File: src/design/lbp_pkg.sv
// lbp_pkg: shared constants and types for the lsb-first bit packer
// no dependencies; used by the channel interfaces and the top level
`default_nettype none

package lbp_pkg;

    // field and register widths
    localparam int KIND_W     = 3;
    localparam int VALUE_W    = 32;
    localparam int FWIDTH_W   = 6;
    localparam int BYTE_W     = 8;
    localparam int BYTE_SH    = 3;
    localparam int VBITS_W    = 4;
    localparam int CFG_W      = 6;
    localparam int NUM_TYPES  = 4;
    localparam int CFG_IDX_W  = 2;

    localparam logic [CFG_W-1:0] TYPE_WIDTH_RESET = 6'd8;
    localparam int DEF_MAX_FIELD_WIDTH = 32;

    // field kinds
    typedef enum logic [KIND_W-1:0] {
        KIND_TYPE_A   = 3'd0,
        KIND_TYPE_B   = 3'd1,
        KIND_TYPE_C   = 3'd2,
        KIND_TYPE_D   = 3'd3,
        KIND_LSB      = 3'd4,
        KIND_MSB      = 3'd5,
        KIND_CHAR7    = 3'd6,
        KIND_FLUSH    = 3'd7
    } t_kind;

    // configuration register indexes
    typedef enum logic [CFG_IDX_W-1:0] {
        CFG_TYPE_A_WIDTH = 2'd0,
        CFG_TYPE_B_WIDTH = 2'd1,
        CFG_TYPE_C_WIDTH = 2'd2,
        CFG_TYPE_D_WIDTH = 2'd3
    } t_cfg_idx;

    localparam logic [FWIDTH_W-1:0] CHAR7_WIDTH = 6'd7;

endpackage

`default_nettype wire

File: src/design/lbp_in_if.sv
// lbp_in_if: input channel of the bit packer, one field per transaction
// depends on lbp_pkg
`default_nettype none

interface lbp_in_if import lbp_pkg::*; ();
    logic                valid;
    logic                ready;
    logic [KIND_W-1:0]   kind;
    logic [VALUE_W-1:0]  value;
    logic [FWIDTH_W-1:0] field_width;

    modport source (output valid, output kind, output value, output field_width,
                    input ready);
    modport sink   (input valid, input kind, input value, input field_width,
                    output ready);
endinterface

`default_nettype wire

File: src/design/lbp_out_if.sv
// lbp_out_if: output channel of the bit packer, one packed byte per transaction
// depends on lbp_pkg
`default_nettype none

interface lbp_out_if import lbp_pkg::*; ();
    logic               valid;
    logic               ready;
    logic [BYTE_W-1:0]  out_byte;
    logic [VBITS_W-1:0] valid_bits;
    logic               last;

    modport source (output valid, output out_byte, output valid_bits, output last,
                    input ready);
    modport sink   (input valid, input out_byte, input valid_bits, input last,
                    output ready);
endinterface

`default_nettype wire

File: src/design/lsb_first_bit_packer.sv
// lsb_first_bit_packer: packs variable-width fields lsb first into bytes
// a field is registered on acceptance, then packed into the byte buffer when the
//   buffer is empty or its final byte leaves; the buffer feeds the output channel
// throughput: with the output ready, one field per cycle when it completes at most
//   one byte, else the next field waits until this field's bytes (up to 4) drain;
//   the byte buffer drains one byte a cycle while the output is ready
// reset: synchronous active low; clears pending bits, input valid and buffer count, sets type widths to 8
// depends on lbp_pkg, lbp_in_if, lbp_out_if
`default_nettype none

module lsb_first_bit_packer import lbp_pkg::*; #(
    parameter int MAX_FIELD_WIDTH = DEF_MAX_FIELD_WIDTH
) (
    input  wire                  i_clk,
    input  wire                  i_rst_n,
    // configuration write port
    input  wire                  i_cfg_we,
    input  wire [CFG_IDX_W-1:0]  i_cfg_idx,
    input  wire [CFG_W-1:0]      i_cfg_data,
    // channels
    lbp_in_if.sink               i_in,
    lbp_out_if.source            o_out
);

    // effective field width limit, never more than the value word
    localparam int EFF_W     = (MAX_FIELD_WIDTH < VALUE_W) ? MAX_FIELD_WIDTH : VALUE_W;
    // pending bits plus one full field
    localparam int STREAM_W  = BYTE_W - 1 + EFF_W;
    localparam int MAX_BYTES = STREAM_W / BYTE_W;
    localparam int BUF_W     = MAX_BYTES * BYTE_W;
    localparam int CNT_W     = $clog2(MAX_BYTES + 1);
    localparam int TOT_W     = $clog2(STREAM_W + 1);

    // configuration
    logic [CFG_W-1:0]    r_type_w [NUM_TYPES];

    // input register
    logic                r_in_valid;
    logic [KIND_W-1:0]   r_in_kind;
    logic [VALUE_W-1:0]  r_in_value;
    logic [FWIDTH_W-1:0] r_in_fw;

    // packing state
    logic [BYTE_W-1:0]   r_pending;
    logic [BYTE_SH-1:0]  r_pos;

    // byte buffer feeding the output channel
    logic [BUF_W-1:0]    r_buf;
    logic [CNT_W-1:0]    r_cnt;
    logic [VBITS_W-1:0]  r_last_bits;

    // next values from the packing logic
    logic [BUF_W-1:0]    n_buf;
    logic [CNT_W-1:0]    n_cnt;
    logic [VBITS_W-1:0]  n_last_bits;
    logic [BYTE_W-1:0]   n_pending;
    logic [BYTE_SH-1:0]  n_pos;

    logic                in_ready;
    logic                take;
    logic                load;

    // ------------------------------------------------------------------
    // handshake control
    // ------------------------------------------------------------------
    // the buffer reloads when empty or when its final byte leaves this cycle
    assign take     = o_out.valid && o_out.ready;
    assign load     = r_in_valid && ((r_cnt == '0) ||
                                     ((r_cnt == CNT_W'(1)) && take));
    // input register frees up as soon as its field is packed
    assign in_ready = !r_in_valid || load;
    assign i_in.ready = in_ready;

    assign o_out.valid      = (r_cnt != '0);
    assign o_out.out_byte   = r_buf[BYTE_W-1:0];
    assign o_out.last       = (r_cnt == CNT_W'(1));
    assign o_out.valid_bits = o_out.last ? r_last_bits : VBITS_W'(BYTE_W);

    // ------------------------------------------------------------------
    // configuration registers
    // ------------------------------------------------------------------
    always_ff @(posedge i_clk) begin
        if (!i_rst_n) begin
            for (int k = 0; k < NUM_TYPES; k++) begin
                r_type_w[k] <= TYPE_WIDTH_RESET;
            end
        end else if (i_cfg_we) begin
            r_type_w[i_cfg_idx] <= i_cfg_data;
        end
    end

    // ------------------------------------------------------------------
    // input register
    // ------------------------------------------------------------------
    always_ff @(posedge i_clk) begin
        if (!i_rst_n) begin
            r_in_valid <= 1'b0;
        end else if (i_in.valid && in_ready) begin
            r_in_valid <= 1'b1;
        end else if (load) begin
            r_in_valid <= 1'b0;
        end
    end

    always_ff @(posedge i_clk) begin
        if (i_in.valid && in_ready) begin
            r_in_kind  <= i_in.kind;
            r_in_value <= i_in.value;
            r_in_fw    <= i_in.field_width;
        end
    end

    // ------------------------------------------------------------------
    // packing logic: pending bits + field bits form one short stream
    // ------------------------------------------------------------------
    always_comb begin
        logic [FWIDTH_W-1:0] raw_w;
        logic [FWIDTH_W-1:0] w;
        logic                msb_first;
        logic [VALUE_W-1:0]  rev;
        logic [VALUE_W-1:0]  field;
        logic [STREAM_W-1:0] stream;
        logic [TOT_W-1:0]    total;
        logic [CNT_W-1:0]    cnt;

        raw_w     = '0;
        msb_first = 1'b0;
        unique case (t_kind'(r_in_kind)) inside
            KIND_TYPE_A, KIND_TYPE_B, KIND_TYPE_C, KIND_TYPE_D: begin
                raw_w = r_type_w[r_in_kind[CFG_IDX_W-1:0]];
            end
            KIND_LSB: begin
                raw_w = r_in_fw;
            end
            KIND_MSB: begin
                raw_w     = r_in_fw;
                msb_first = 1'b1;
            end
            KIND_CHAR7: begin
                raw_w = CHAR7_WIDTH;
            end
            KIND_FLUSH: begin
                raw_w = '0;
            end
        endcase

        // saturate oversized widths
        w = (raw_w > FWIDTH_W'(EFF_W)) ? FWIDTH_W'(EFF_W) : raw_w;

        // msb first: reverse the word, then bring the low w bits down
        for (int k = 0; k < VALUE_W; k++) begin
            rev[k] = r_in_value[VALUE_W-1-k];
        end
        if (msb_first) begin
            field = rev >> (FWIDTH_W'(VALUE_W) - w);
        end else begin
            // shift of all ones by the full word width leaves an all-ones mask
            field = r_in_value & ~({VALUE_W{1'b1}} << w);
        end
        if (w == '0) begin
            field = '0;
        end

        stream = STREAM_W'(r_pending) | (STREAM_W'(field) << r_pos);
        total  = TOT_W'(r_pos) + TOT_W'(w);
        cnt    = CNT_W'(total >> BYTE_SH);

        if (t_kind'(r_in_kind) == KIND_FLUSH) begin
            // partial byte goes out alone, tagged with its bit count
            n_buf       = BUF_W'(r_pending);
            n_cnt       = (r_pos != '0) ? CNT_W'(1) : '0;
            n_last_bits = VBITS_W'(r_pos);
            n_pending   = '0;
            n_pos       = '0;
        end else begin
            n_buf       = stream[BUF_W-1:0];
            n_cnt       = cnt;
            n_last_bits = VBITS_W'(BYTE_W);
            n_pending   = BYTE_W'(stream >> {cnt, {BYTE_SH{1'b0}}});
            n_pos       = total[BYTE_SH-1:0];
        end
    end

    // ------------------------------------------------------------------
    // packing state and byte buffer
    // ------------------------------------------------------------------
    always_ff @(posedge i_clk) begin
        if (!i_rst_n) begin
            r_cnt     <= '0;
            r_pos     <= '0;
            r_pending <= '0;
        end else if (load) begin
            r_cnt     <= n_cnt;
            r_pos     <= n_pos;
            r_pending <= n_pending;
        end else if (take) begin
            r_cnt     <= r_cnt - CNT_W'(1);
        end
    end

    // buffer payload, shifted down one byte per output transaction
    always_ff @(posedge i_clk) begin
        if (load) begin
            r_buf       <= n_buf;
            r_last_bits <= n_last_bits;
        end else if (take) begin
            r_buf       <= r_buf >> BYTE_W;
        end
    end

    // ------------------------------------------------------------------
    // assertions
    // ------------------------------------------------------------------
    // buffer never holds more bytes than one field can complete
    a_cnt_bound: assert property (@(posedge i_clk) disable iff (!i_rst_n)
        r_cnt <= CNT_W'(MAX_BYTES))
        else $error("byte buffer count out of range");

    // a flush always leaves an empty partial byte
    a_flush_clears: assert property (@(posedge i_clk) disable iff (!i_rst_n)
        (load && (t_kind'(r_in_kind) == KIND_FLUSH)) |=>
            ((r_pos == '0) && (r_pending == '0)))
        else $error("flush left pending bits");

    // only the final byte of a field may carry a partial bit count
    a_full_bytes: assert property (@(posedge i_clk) disable iff (!i_rst_n)
        (o_out.valid && !o_out.last) |-> (o_out.valid_bits == VBITS_W'(BYTE_W)))
        else $error("partial byte before end of field");

    // an empty buffer never stalls the input side
    a_empty_ready: assert property (@(posedge i_clk) disable iff (!i_rst_n)
        (r_cnt == '0) |-> in_ready)
        else $error("input stalled with empty buffer");

endmodule

`default_nettype wire
File: src/flat_wrapper.sv
// flat-port wrapper written by rule: the top's interface ports become plain ports
module lsb_first_bit_packer_flat import lbp_pkg::*;
#(
    parameter int MAX_FIELD_WIDTH = DEF_MAX_FIELD_WIDTH
)
  (i_clk, i_rst_n, i_cfg_we, i_cfg_idx, i_cfg_data, i_in_valid, i_in_kind, i_in_value, i_in_field_width, i_in_ready, o_out_valid, o_out_out_byte, o_out_valid_bits, o_out_last, o_out_ready);
  lbp_in_if i_in_i ();
  lbp_out_if o_out_i ();
  input  wire i_clk;
  input  wire i_rst_n;
  input  wire i_cfg_we;
  input  wire [CFG_IDX_W-1:0] i_cfg_idx;
  input  wire [CFG_W-1:0] i_cfg_data;
  input wire logic [$bits(i_in_i.valid)-1:0] i_in_valid;
  input wire logic [$bits(i_in_i.kind)-1:0] i_in_kind;
  input wire logic [$bits(i_in_i.value)-1:0] i_in_value;
  input wire logic [$bits(i_in_i.field_width)-1:0] i_in_field_width;
  output wire logic [$bits(i_in_i.ready)-1:0] i_in_ready;
  output wire logic [$bits(o_out_i.valid)-1:0] o_out_valid;
  output wire logic [$bits(o_out_i.out_byte)-1:0] o_out_out_byte;
  output wire logic [$bits(o_out_i.valid_bits)-1:0] o_out_valid_bits;
  output wire logic [$bits(o_out_i.last)-1:0] o_out_last;
  input wire logic [$bits(o_out_i.ready)-1:0] o_out_ready;
  assign i_in_i.valid = i_in_valid;
  assign i_in_i.kind = i_in_kind;
  assign i_in_i.value = i_in_value;
  assign i_in_i.field_width = i_in_field_width;
  assign i_in_ready = i_in_i.ready;
  assign o_out_valid = o_out_i.valid;
  assign o_out_out_byte = o_out_i.out_byte;
  assign o_out_valid_bits = o_out_i.valid_bits;
  assign o_out_last = o_out_i.last;
  assign o_out_i.ready = o_out_ready;
  lsb_first_bit_packer #(.MAX_FIELD_WIDTH(MAX_FIELD_WIDTH)) u_core (.i_clk(i_clk), .i_rst_n(i_rst_n), .i_cfg_we(i_cfg_we), .i_cfg_idx(i_cfg_idx), .i_cfg_data(i_cfg_data), .i_in(i_in_i), .o_out(o_out_i));
endmodule
File: config.mk
export PLATFORM = sky130hd
export DESIGN_NAME = lsb_first_bit_packer_flat
export DESIGN_NICKNAME = d
export VERILOG_FILES = /design/src/design/lbp_pkg.sv /design/src/design/lbp_in_if.sv /design/src/design/lbp_out_if.sv /design/src/design/lsb_first_bit_packer.sv /design/src/flat_wrapper.sv
export SDC_FILE = /design/constraint.sdc
export NUM_CORES = 1
export LEC_CHECK = 0
export ABC_AREA = 1
export BUFFER_PORTS_ARGS = -buffer_cell sky130_fd_sc_hd__buf_2
export CAP_MARGIN = 20
export CORE_MARGIN = 3
export CORE_UTILIZATION = 30
export DETAILED_ROUTE_END_ITERATION = 10
export GPL_TIMING_DRIVEN = 1
export PLACE_DENSITY = 0.47
export SYNTH_ARGS = -nofsm -noshare
export SYNTH_HDL_FRONTEND = slang
export SYNTH_SLANG_ARGS = --single-unit
export TNS_END_PERCENT = 10
File: constraint.sdc
create_clock -name i_clk -period 4.4 [get_ports i_clk]
set_input_delay 0.66 -clock i_clk [delete_from_list [all_inputs] [get_ports i_clk]]
set_output_delay 0.66 -clock i_clk [all_outputs]
set_load 0.005 [all_outputs]
==> summary by stage <==
STA
The tightest hold path in the finished design has a slack of 0.4001 ns. In the final timing run, aggregate negative setup slack is 0 ns. Setup violations remaining at the end of the flow were counted as 0. Setup repair after global routing left no endpoint under its margin.

Of the available clock period, the critical path in the final layout requires 0.9189. Based on the critical path, the design can be clocked at up to 0.2473 GHz. The slew at the pin with the worst max-slew slack is 1.095 ns.

The final count of hold timing violations is 0. The worst clock skew is 0.01934 ns. The final critical-path required period is 4.043 ns.

The minimum setup slack in the final design is 0.3568 ns. The number of max-slew violations in the final report is 0. Measured against its own limit, the worst slew margin works out to 0.2656.

Global route
Entering global routing, the biggest net connects 46 pins. The total routing resource utilization after global routing is 0.2016. The global-route wire length before repair is 52100 um.

The initial antenna violation count is 0. The sum of overflow across all layers after global routing is 0. The number of global-route vias before repair came to 9017.

Synthesis
For this run, the number of Yosys warnings is 0. The gate count of the mapped netlist is 1329. The share of the synthesized area in the top cell type is 0.3295. Of the total synthesized cell area, the portion taken by XOR and XNOR cells is 0.006932. The netlist uses 48 different library cells. The library cell with the largest summed area after synthesis is edfxtp_1. Sorting the synthesized cells by how often they occur yields nand2_1, nand3_1, edfxtp_1.

The cell area after synthesis is 9205 sq um. The post-synthesis adder-cell area fraction is 0.01305. The average instance in the mapped netlist occupies 6.926 sq um. Counting every net in the synthesized netlist gives 1392.

Of the synthesized area, sequential elements account for 0.3665. The top flip-flop cell by instance count after synthesis is edfxtp_1. Of the post-synthesis cell area, the part taken by muxes is 0. After synthesis the netlist holds a flip-flop and latch count of 118. The basic-gate share of the synthesized area counting and, or, nand and nor cells is 0.4306. By area, the combinational part of the netlist is dominated by simple AND/OR/NAND/NOR gates. nand2_1 is the most common cell in the netlist. After synthesis, the share of flip-flops with an asynchronous set or reset is 0.

By area the synthesized netlist is led by edfxtp_1, nand3_1, nand2_1. In this run, synthesis inferred 101 flip-flops with an integrated enable. The synthesized-area fraction occupied by ao, oa, aoi and oai cells is 0.09963.

Setup path
The critical path is of the register to register type. The top fanout value on the critical path is 31. Walking the worst path, the cells encountered are inv_2 -> nand2_1 -> nand2_1 -> nand2_1 -> nand2_2 -> nand3_1 -> nor2_1 -> nor2_2 -> nor2_4 -> inv_2 -> ha_1 -> buf_4 -> nand3_1 -> o21ai_1 -> nand2_1 -> o21ai_1 -> nand3_1 -> nand3_1 -> nand3_1 -> nand2_1 -> a21oi_1 -> a21oi_1 -> nand3_1 -> a21oi_1.

The required time at the endpoint of the critical path is 4.76 ns. The end of the worst register-to-register path is u_core.r_pending[7]. Tracing the worst setup path back leads to its startpoint at u_core.r_in_kind[1]. Data on the critical path arrives at its endpoint at 4.40 ns.

The kind of cell with the highest combined delay along the critical path is simple AND/OR/NAND/NOR gates. The largest stage delay on the critical path is 0.42 ns. The critical path endpoint category is a register. The most used cell along the critical path is nand3_1. The end of the critical path is u_core.r_pending[7]. The cell depth of the worst flop-to-flop path is 24.

The critical path runs through a total of 24 cells. In this run the critical register-to-register path is launched from u_core.r_in_kind[1]. The flop-to-flop setup slack is 0.36 ns.

STA classifies the critical path startpoint as a register. The count of buffering cells on the critical path with inverters included is 3. The cell type of the slowest stage on the worst timing path is edfxtp_1.

Die
The die covers 32820 sq um. From left edge to right edge, the die measures 181.2 um. The initial core utilization is 0.3073. The site row count is 63. In this run the vertical extent of the chip is 181.2 um.

The top-level port count is 69. The floorplan core area is 29950 sq um.

Placement
In this run the tool buffered the top-level ports with 68 buffer cells. Detailed placement ended at an HPWL of 24940 um. The routability congestion estimate from global placement is 0.9700.

The setup slack after placement is 0.4342 ns. Summing all placed instances gives a cell area of 9788 sq um.

Clock network
The post-cts resize count is 0. The number of hold buffers added after CTS was 0. The number of setup buffers added after CTS is 0. TritonCTS created 17 clock buffers. The depth of the CTS H-tree is 4.

The post-CTS clock slew at the launch and capture registers of the worst setup and hold paths is 0.08 ns. The clock root buffer is clkbuf_16. The count of clock tree sinks is 118. TritonCTS built the clock tree. At the later pin of the worst-skew pair, clock insertion delay measures 0.43 ns. In this run the deepest clock path goes through 2 buffers.

Layout
In the final layout, the multi-input gates occupy 5076 sq um. After filler insertion, the fill cell instance count of the layout stands at 3260. The sequential standard cell area is 3373 sq um. The post-route standard cell area excluding fillers is 10410 sq um.

Relative to the synthesized area, the layout overhead comes to 13.13%. In the final layout, the share of cells above drive strength 1 is 0.1371. The number of nets in the layout is 1421.

Pwr
IR analysis of the VDD net gives a maximum drop of 0.3707 mV. Summing internal, switching and leakage power gives 7.919 mW. The leakage component of the power is 4.621 nW. The power density over cell area is 760.5 nW/um^2.

Drt
The vias after detailed routing is 9410. After detailed routing, the total wire length is 33200 um. The number of search-and-repair iterations in the first detailed-routing pass is 5. Dividing the detail-routed wire length by the instance count gives 18.84 um. The number of design rule violations left after detail routing is 0. The violation count after the first detailed-route iteration is 1183. The remaining antenna violation count is 0.

The average vias per placed instance is 5.341.

Min path
The worst min-delay path class is input port to register.

Run
The max-capacitance violation count is 0.

Status
The run finished with clean final reports.
-- cell usage in the layout, fill, tap and decap left out, types with 3 or more instances in the layout --
master and n:
inv_4 3, clkbuf_16 17, nand2_2 12, nand3_2 3, nand3_1 359, inv_2 16, clkinv_4 3, nor2_4 6
bufinv_16 3, a21oi_2 4, a31oi_1 5, nand4_1 9, nor3_1 6, ha_1 8, clkinv_1 4, inv_1 71
o211ai_1 9, nand2_1 407, a21o_1 9, buf_2 68, a21oi_1 55, inv_6 4, o221ai_1 3, o21ai_1 10
dfxtp_1 17, edfxtp_1 101, o21ai_0 47, nor2_1 53, nand2_4 8, buf_4 19
-- state kept, by name, indices dropped and copies added, names as in the netlist, named ones only --
signal              flops
u_core.r_buf           32
u_core.r_cnt            3
u_core.r_in_fw          6
u_core.r_in_kind        3
u_core.r_in_valid       1
u_core.r_in_value      32
u_core.r_last_bits      4
u_core.r_pending        8
u_core.r_pos            3
u_core.r_type_w        24
-- per-stage QoR --
stage | std cells | util
2_1_floorplan | 1329 | -
3_3_place_gp | 1729 | 0.3268
3_5_place_dp | 1729 | 0.3268
4_1_cts | 1761 | 0.3475
5_1_grt | 1761 | 0.3476
6_report | 1762 | 0.3477
-- kinds of logic after synthesis --
kind of cell / Yosys count
AOI/OAI and AO/OA: 156
xor gates and xnor gates: 3
adders and majority gates: 9
buffers and inverters: 172
DFF: 118
and+or+nand+nor: 871
-- power by group --
part	total [mW]	internal [mW]	switching, mW
Sequential	1.73	1.60	0.138
Combinational	4.64	1.39	3.26
Clock	1.54	0.909	0.633
-- worst min-delay path by stage --
stage	cells past startpoint	start	slack [ns]	to
2_1_floorplan	2	u_core.r_in_kind[0]	0.44	register
3_3_place_gp	2	u_core.r_pending[2]	0.46	u_core.r_pending[2]
3_5_place_dp	2	u_core.r_pending[2]	0.47	u_core.r_pending[2]
4_1_cts	1	i_in_value[27]	0.39	u_core.r_in_value[27]
5_1_grt	1	i_in_value[29]	0.39	u_core.r_in_value[29]
6_report	1	i_in_value[27]	0.40	u_core.r_in_value[27]
-- layout make-up --
type | count | share of cell area
Antenna cell | 1 | 0.0002403
Clock buffer | 17 | 0.04085
Timing Repair Buffer | 88 | 0.04746
Sequential cell | 118 | 0.3239
Multi-Input combinational cell | 1039 | 0.4874
Inverter | 94 | 0.03460
Tap cell | 390 | 0.04686
Clock inverter | 15 | 0.01862
-- per-layer routing --
layer | wire length (um) | GRT usage | share of wire | up-vias
met5 | 0 | 0 | 0 | -
met4 | 1033 | 0.06490 | 0.031 | 0
met3 | 2398 | 0.02879 | 0.072 | 55
met2 | 14620 | 0.3121 | 0.44 | 415
met1 | 15140 | 0.2899 | 0.46 | 4344
li1 | - | - | - | 4596
(Power assumes the default switching activity.)
